`config.mk`:
```
export PLATFORM = sky130hd
export DESIGN_NAME = slbm_ctrl
export DESIGN_NICKNAME = d
export VERILOG_FILES = /design/src/slbm_pkg.sv /design/src/slbm_ctrl.sv
export SDC_FILE = /design/constraint.sdc
export NUM_CORES = 1
export LEC_CHECK = 0
export BUFFER_PORTS_ARGS = -buffer_cell sky130_fd_sc_hd__buf_2
export CORE_MARGIN = 2
export CORE_UTILIZATION = 30
export DETAILED_ROUTE_END_ITERATION = 7
export RECOVER_POWER = 25
export SETUP_SLACK_MARGIN = 0.2
export SLEW_MARGIN = 15
export SYNTH_ARGS = -nofsm -noshare
export SYNTH_HDL_FRONTEND = slang
export SYNTH_SLANG_ARGS = --single-unit
```
`constraint.sdc`:
```
create_clock -name clk -period 1.7 [get_ports clk]
set_input_delay 0.255 -clock clk [delete_from_list [all_inputs] [get_ports clk]]
set_output_delay 0.255 -clock clk [all_outputs]
set_load 0.02 [all_outputs]
```
`src/slbm_pkg.sv`:
```
// types and constants shared by the spectrum led bar mapper
// no dependencies
package slbm_pkg;

    localparam int LED_DEPTH  = 64;
    localparam int LED_W      = 6;
    localparam int COUNT_W    = 7;
    localparam int EDGE_W     = 10;
    localparam int MAG_W      = 16;
    localparam int RGB_W      = 24;
    localparam int LEVEL_W    = 10;
    localparam int SQ_X_W     = 36;
    localparam int ROOT_W     = SQ_X_W / 2;
    localparam int SQRT_STEPS = ROOT_W;
    localparam int DIV_STEPS  = LEVEL_W;
    localparam int CNT_W      = 5;

    localparam logic [LEVEL_W-1:0] FULL_SCALE  = 10'd1000;
    localparam logic [19:0]        SQ_SCALE    = 20'd1000000;
    localparam logic [15:0]        RECIP_K     = 16'd33555;
    localparam logic [COUNT_W-1:0] LED_MAX     = 7'd64;
    localparam logic [EDGE_W-1:0]  BIN_START   = 10'd1;

    localparam logic [COUNT_W-1:0] LED_COUNT_RST = 7'd10;
    localparam logic [RGB_W-1:0]   MIN_COLOR_RST = 24'h000000;
    localparam logic [RGB_W-1:0]   MAX_COLOR_RST = 24'hFFFFFF;

    // configuration register indexes
    typedef enum logic [1:0] {
        CFG_LED_COUNT = 2'd0,
        CFG_MIN_COLOR = 2'd1,
        CFG_MAX_COLOR = 2'd2,
        CFG_LIQUID    = 2'd3
    } cfg_idx_t;

    typedef enum logic [3:0] {
        S_IDLE,
        S_READ,
        S_CHECK,
        S_SQRT,
        S_PEAK,
        S_DIV,
        S_LERP_A,
        S_LERP_B,
        S_OUT
    } state_t;

    typedef struct packed {
        logic       in_ready;
        logic       sqrt_load;
        logic       sqrt_step;
        logic       peak;
        logic       div_step;
        logic       lerp_a;
        logic       lerp_b;
        logic [1:0] chan;
        logic       finish;
    } cmd_t;

    typedef struct packed {
        logic in_valid;
        logic in_mode;
        logic bin_active;
        logic close;
        logic need_div;
        logic out_free;
    } status_t;

endpackage

```
`src/slbm_ctrl.sv`:
```
// sequencer for the led bar mapper: bin handling, sqrt, divide, lerp steps
// depends on slbm_pkg
module slbm_ctrl (
    input  logic              clk,
    input  logic              rst_n,
    input  slbm_pkg::status_t status,
    output slbm_pkg::cmd_t    cmd
);
    import slbm_pkg::*;

    state_t            state_reg, state_next;
    logic [CNT_W-1:0]  cnt_reg, cnt_next;
    logic [1:0]        chan_reg, chan_next;

    // state and counters
    always_ff @(posedge clk or negedge rst_n)
    begin
        if (!rst_n)
        begin
            state_reg <= S_IDLE;
            cnt_reg   <= '0;
            chan_reg  <= '0;
        end
        else
        begin
            state_reg <= state_next;
            cnt_reg   <= cnt_next;
            chan_reg  <= chan_next;
        end
    end

    // next state
    always_comb
    begin
        state_next = state_reg;
        cnt_next   = cnt_reg;
        chan_next  = chan_reg;
        unique case (state_reg)
            S_IDLE:
            begin
                if (status.in_valid && status.in_mode && status.bin_active)
                    state_next = S_READ;
            end
            S_READ:
                state_next = S_CHECK;
            S_CHECK:
            begin
                cnt_next   = '0;
                state_next = status.close ? S_SQRT : S_IDLE;
            end
            S_SQRT:
            begin
                cnt_next = cnt_reg + 1'b1;
                if (cnt_reg == CNT_W'(SQRT_STEPS - 1))
                    state_next = S_PEAK;
            end
            S_PEAK:
            begin
                cnt_next   = '0;
                chan_next  = '0;
                state_next = status.need_div ? S_DIV : S_LERP_A;
            end
            S_DIV:
            begin
                cnt_next = cnt_reg + 1'b1;
                if (cnt_reg == CNT_W'(DIV_STEPS - 1))
                    state_next = S_LERP_A;
            end
            S_LERP_A:
                state_next = S_LERP_B;
            S_LERP_B:
            begin
                if (chan_reg == 2'd2)
                    state_next = S_OUT;
                else
                begin
                    chan_next  = chan_reg + 1'b1;
                    state_next = S_LERP_A;
                end
            end
            S_OUT:
            begin
                if (status.out_free)
                    state_next = S_IDLE;
            end
            default:
                state_next = S_IDLE;
        endcase
    end

    // commands
    always_comb
    begin
        cmd           = '0;
        cmd.chan      = chan_reg;
        unique case (state_reg)
            S_IDLE:   cmd.in_ready  = 1'b1;
            S_READ:   ;
            S_CHECK:  cmd.sqrt_load = status.close;
            S_SQRT:   cmd.sqrt_step = 1'b1;
            S_PEAK:   cmd.peak      = 1'b1;
            S_DIV:    cmd.div_step  = 1'b1;
            S_LERP_A: cmd.lerp_a    = 1'b1;
            S_LERP_B: cmd.lerp_b    = 1'b1;
            S_OUT:    cmd.finish    = status.out_free;
            default:  ;
        endcase
    end

endmodule

```
==> metrics.md, run 1 <==
| Metric | Value |
|---|---|
| Psw | ~900 µW |
| Fin crit period | 1.60 ns |
| Internal | 1100 µW |
| Num CTS Buffers | 3 |
| Max-Cap Viols | 0 |
| Final setup margin | 0.0987 ns |
| Number of fillers in the final layout | 231 |
| Antenna viol nets, final | 0 |
| Clock Latency Late Sink | around 0.26 ns |
| Synth Area per Inst | approximately 8.5 µm² |
| Hold_ws | 0.192 ns |
| Initial DRC count | 17 |
| Dpl cells | approximately 140 |
| Final Hold Viols | 0 |
| Clock-pin slew on the worst setup and hold paths | 0.08 ns |
| Reg power frac | 0.233 |
| Register area | 280 µm² |
| Synthesized net count | just over 100 |
| IO Pins | 18 |
| Cells after Synth | 91 |
| Main combinational cell family by area after synthesis | simple AND/OR/NAND/NOR gates |
| Pre-CTS setup slack | between 0.1 and 0.15 ns |
| Post-synth EDFFs | 0 |
| CTS tree | built |
| Max VDD drop | 0.897 mV |
| Element type at the critical path end | flip-flop |
| Clock power frac | 0.090 |
| Remaining DRCs | 0 |
| #FFs+latches synth | 11 |
| Share of total power in combinational logic | 0.676 |
| Remaining Overflow, GRT | 0 |
| Clock skew | 0.00485 ns |
| I/O Buffers | 17 |
| WP data required | between 1.5 and 2 ns |
| Post-DP HPWL | 1470 µm |
| Vias | 811 |
| Netlist Area Pre-Place | about 800 µm² |
| Critical path class | flip-flop to flip-flop |
| H-tree depth | 1 |
| Setup violators final | 0 |
| Initial antenna violation count | 0 |
| Lkg Pwr | 0.000533 µW |
| Core Box Area | 0.00245 mm² |
| Post-synthesis simple-gate area fraction | 0.279 |
| GR Util All Layers | 0.163 |
| Max FFs per register | 5 |
| Die height | 54.9 µm |
| Maximum root-to-sink buffer count | 2 |
| Diode count | 0 |
| CTS root buf | clkbuf_4 |
| Crit start category | flip-flop |
| Data arrival, critical path | 1.79 ns |
| Ys flop type | dfrtp_1 |
| RSZ-0062 raised after global routing | yes |
| Slew Limit Headroom | 0.568 |
| CP Max Fanout | 5 |
| Layout Nets | roughly 140 |
| Num rows | 18 |
| Status | finished clean |
| Asr flop ratio synth | 1.00 |
| # clock sinks | 11 |
| Fin crit share | 0.942 |
| Layout area overhead | 57.5% |
| Die ar. | 0.00301 mm² |
| Synth Area in Compound Gates | 0.214 |
| Initial Util | 0.317 |
| Sw frac | 0.454 |
| Share of layout cells above drive strength 1 | 0.524 |
| Yosys Warn Count | 0 |
| Total Neg Setup Slack | 0 ns |
| Pwr Density | approximately 1600 mW/mm² |
| Adder-cell share of the synthesized area | 0.0483 |
| Vias in the first global route | roughly 770 |
| Drt total wl | 2250 µm |
| Slew Viols, Final | 0 |
| Worst Tran Pin Value | 0.649 ns |
| Sequential area share after synthesis | 0.354 |
| Synth Area in XOR/XNOR | 0.0113 |
| Final Non-Filler Cells | 154 |
| First-pass GRT wire length | 3480 µm |
| Yosys cell types | 33 |
| DRT Pass-1 Iters | 4 |
| Die width | 54.9 µm |
| HP Class | input port to flip-flop |
| Drt via density | 5.27 |
| Pin count of the biggest net entering global routing | 12 |
| Wirelength per Cell | 14.6 µm |
| Area of the multi-input gates | 586 µm² |
| RePlAce Congestion | 0.788 |
| Post-synthesis mux area share | 0.0274 |
| Max Fclk | 624 MHz |
## critical path, cell delays in order, from the launching register on
cell,delay [ns]
dfrtp_2,0.47
xor2_2,0.21
a32o_2,0.28
or4_4,0.49
o211ai_2,0.08
## through the flow
| stage | area [µm²] | power (µW) | utilization |
|---|---|---|---|
| global placement | 932 | 1400 | 0.380 |
| global route | 1220 | 2140 | 0.498 |
| finish | 1220 | 2010 | 0.498 |
| detailed placement | 932 | 1420 | 0.380 |
| CTS | 1150 | 1870 | 0.467 |
| floorplan | 812 | 1180 | - |
## per-layer routing
metal | GRT usage | up-vias | wire length (µm)
met3 | 0.0161 | 7 | 105
li1 | - | 393 | -
met1 | 0.213 | 388 | 933
met4 | 0.0772 | 0 | 48
met5 | 0 | - | 0
met2 | 0.270 | 23 | 1170
## cells by family after synthesis
kind of cell | after synthesis
AOI/OAI and AO/OA | 23
adders and majority gates | 3
xor gates and xnor gates | 1
muxes | 2
and+or+nand+nor | 41
DFF | 11
buffers and inverters | 10
## Yosys cell counts (all sizes together), types with 2 or more instances
master  instances  area (µm²)
nand3b          2        15.0
o21ai           6        30.0
ha              3        37.5
or2             2        12.5
o22ai           3        18.8
nor3            5        25.0
buf             4        28.8
nor2b           3        18.8
a22o            3        26.3
nand2           9        33.8
inv             5        18.8
a21oi           2        10.0
nand3           5        25.0
a21o            2        15.0
dfrtp          11         275
nor2            5        18.8
nand2b          7        43.8
## layout by cell type, fill, tap and decap left out, drive strengths merged, types with 2 or more instances in the layout
cell	Yosys	layout
nor2b	3	3
clkbuf	1	5
nand2b	7	7
ha	3	3
o22ai	3	3
nand3	5	5
a21o	2	2
buf	4	32
or2	2	2
a22o	3	3
o21ai	6	6
nor3	5	5
inv	5	4
nor2	5	5
nand3b	2	2
dfrtp	11	11
a21oi	2	2
nand2	9	9
## what timing repair did
item | CTS | global route
hold buffers | 1 | 0
endpoints found under the hold margin | 11 | 0
pin swaps | 5 | 2
gates resized for setup | 30 | 15
endpoints found under the setup margin | 11 | 13
setup buffers | 10 | 2
## power groups by stage
stage	clock, µW	combinational [µW]	sequential, µW
floorplan	0	738	441
global placement	0	945	452
detailed placement	0	965	459
CTS	186	1220	456
global route	198	1460	478
finish	182	1360	469
## cell type report
type,instances,share of cell area
inverters,5,0.0184
repair buffers,34,0.222
flip-flops and latches,11,0.229
multi-input cells,70,0.479
clock buffers,4,0.0215
well taps,30,0.0307
## worst paths after layout
kind / from / endpoint / slack, ns / cells after the start
worst max-delay path: state_reg[2] / state_reg[0] / 0.1 / 4
worst min-delay path: status[0] / state_reg[3] / 0.19 / 2
worst max register to register: state_reg[2] / state_reg[0] / 0.1 / 4
worst min register to register: chan_reg[1] / chan_reg[1] / 0.52 / 1
max in group asynchronous: rst_n / state_reg[2] / 0.72 / 2
min in group asynchronous: rst_n / cnt_reg[0] / 0.52 / 2
Note: power is estimated with default switching activity, not from simulation.
==> inputs of run 2 (changes only) <==
--- a/config.mk
+++ b/config.mk
@@ -10,8 +10,8 @@
 export CORE_UTILIZATION = 30
 export DETAILED_ROUTE_END_ITERATION = 7
 export RECOVER_POWER = 25
+export REMOVE_ABC_BUFFERS = 1
 export SETUP_SLACK_MARGIN = 0.2
-export SLEW_MARGIN = 15
 export SYNTH_ARGS = -nofsm -noshare
 export SYNTH_HDL_FRONTEND = slang
 export SYNTH_SLANG_ARGS = --single-unit
==> metrics.md, run 2 (synthesized netlist as in run 1, its figures left out) <==
| Metric | Value |
|---|---|
| CTS tree | built |
| CP Max Fanout | 3 (-2) |
| Initial antenna violation count | 0 (unchanged) |
| Max VDD drop | 1.04 mV (+16%) |
| # clock sinks | 11 (unchanged) |
| Max-Cap Viols | 0 (unchanged) |
| I/O Buffers | 17 (unchanged) |
| Most frequent cells in the layout | buf_4 (13), buf_2 (10), buf_6 (10) |
| Slew Limit Headroom | 0.557 (-0.0108) |
| Lkg Pwr | 0.000561 µW (+5.2%) |
| Total power | 2110 µW (+4.9%) |
| Vias in the first global route | 682 (-11%) |
| Post-DP HPWL | 1380 µm (-5.6%) |
| Die ar. | 0.00301 mm² (unchanged) |
| Clock-pin slew on the worst setup and hold paths | 0.08 ns (about the same) |
| Pin count of the biggest net entering global routing | 12 (unchanged) |
| Layout area overhead | 56.7% |
| Wirelength per Cell | 13.8 µm (-5.9%) |
| Initial DRC count | 8 (-9) |
| Dpl cells | 139 (+1.5%) |
| DRT Pass-1 Iters | 4 (unchanged) |
| Final Hold Viols | 0 (unchanged) |
| Remaining DRCs | 0 (unchanged) |
| Post-layout util | 0.496 (-0.00255) |
| Data arrival, critical path | 1.41 ns (-0.38 ns) |
| Sw frac | 0.428 (-0.0258) |
| Initial Util | 0.317 (unchanged) |
| Fin crit period | 1.66 ns (+0.0603 ns) |
| HP Class | input port to flip-flop |
| Max Fclk | 602 MHz (-3.6%) |
| Maximum root-to-sink buffer count | 2 (unchanged) |
| Clock Latency Late Sink | 0.27 ns (about the same) |
| Psw | 904 µW (-1.0%) |
| Most common cell after layout, fill and taps aside | buf_4 |
| RePlAce Congestion | 0.749 (-5.0%) |
| Share of total power in combinational logic | 0.706 (+0.030) |
| Hold_ws | 0.188 ns (-0.00371 ns) |
| Die height | 54.9 µm (unchanged) |
| Setup violators final | 0 (unchanged) |
| Share of layout cells above drive strength 1 | 0.488 (-0.0360) |
| Reg power frac | 0.206 (-0.027) |
| Worst Tran Pin Value | 0.665 ns (+0.0162 ns) |
| Total Neg Setup Slack | 0 ns (unchanged) |
| Clock skew | 0.00321 ns (-0.00164 ns) |
| Vias | 787 (-3.0%) |
| Top sig layer | met4 |
| Drt total wl | 2160 µm (-4.0%) |
| Remaining Overflow, GRT | 0 (unchanged) |
| Num CTS Buffers | 3 (unchanged) |
| Core Box Area | 0.00245 mm² (unchanged) |
| Slew Viols, Final | 0 (unchanged) |
| GR Util All Layers | 0.145 (-0.0184) |
| Met1 WL | 989 µm (+6.0%) |
| Pwr Density | 1730 mW/mm² (+5.5%) |
| WP data required | 1.44 ns (-0.45 ns) |
| Number of fillers in the final layout | 223 (-3.5%) |
| H-tree depth | 1 (unchanged) |
| Critical path class | flip-flop to output pin |
| Element type at the critical path end | output pin |
| Max FFs per register | 5 (unchanged) |
| IO Pins | 18 (unchanged) |
| Diode count | 0 (unchanged) |
| RSZ-0062 raised after global routing | yes |
| Worst-path cell chain | buf_4 > nor4_4 > buf_4 |
| CTS root buf | clkbuf_4 |
| Worst stage delay on the critical path | 0.46 ns (-0.03 ns) |
| Status | finished clean |
| Num rows | 18 (unchanged) |
| Drt via density | 5.01 (-4.8%) |
| Met2 WL | 1070 µm (-8.5%) |
| First-pass GRT wire length | 3110 µm (-11%) |
| Antenna viol nets, final | 0 (unchanged) |
| Critical-path top delay cell | dfrtp_2 |
| Die width | 54.9 µm (unchanged) |
| Internal | 1210 µW (+9.9%) |
| Most used cell, CP | buf_4 |
| Final Non-Filler Cells | 157 (+1.9%) |
| WL met3 | 81 µm (-23%) |
| Crit start category | flip-flop |
| Clock power frac | 0.088 (-0.002) |
| Fin crit share | 0.977 (+0.0355) |
| Layout Nets | 139 (+2.2%) |
## run 2: layer usage
| metal | vias up | GRT usage |
|---|---|---|
| met3 | 4 | 0.0269 |
| met5 | - | 0 |
| li1 | 397 | - |
| met1 | 369 | 0.190 |
| met2 | 17 | 0.224 |
| met4 | 0 | 0.0772 |
## run 2: worst max-delay path: cells and delay by family, from the launching register on
kind,cells,cell delay (ns)
flip-flops,1,0.46
buffers and inverters,2,0.36
AND/OR/NAND/NOR,1,0.31
## run 2: repair_timing
action	4_1_cts	5_1_grt
hold endpoints to repair	11	0
hold buffers	1	0
setup endpoints to repair	10	14
resized for setup	16	24
pin swaps	2	5
setup buffers	3	10
## run 2: path summary, 6_finish.rpt
kind	endpoint	depth (start not counted)	slack (ns)	from
max	cmd[9]	3	0.04	state_reg[2]
min	state_reg[3]	2	0.19	status[0]
max reg2reg	state_reg[0]	5	0.07	state_reg[1]
min reg2reg	chan_reg[1]	1	0.52	chan_reg[1]
max in group asynchronous	state_reg[0]	2	0.71	rst_n
min in group asynchronous	chan_reg[0]	2	0.52	rst_n
## run 2: layout make-up
| cell class | instances | area [µm²] | share of cell area |
|---|---|---|---|
| repair buffers | 37 | 314 | 0.258 |
| flip-flops and latches | 11 | 279 | 0.229 |
| inverters | 5 | 18.8 | 0.0154 |
| well taps | 30 | 37.5 | 0.0308 |
| clock buffers | 4 | 26.3 | 0.0216 |
| multi-input cells | 70 | 542 | 0.445 |
## run 2: stage by stage
step                      cell area (µm²)  setup slack [ns]
after CTS                            1020            0.0629
after floorplan                       744            -0.211
after global placement                912             0.151
after detailed placement              912             0.123
after global routing                 1220          -0.00329
final                                1220            0.0383
## run 2: power groups by stage
stage	Combinational (µW)	Clock (µW)	Sequential (µW)
finish	1490	186	434
detailed placement	937	0	439
global placement	931	0	437
floorplan	572	0	496
global route	1620	200	446
CTS	1100	193	423
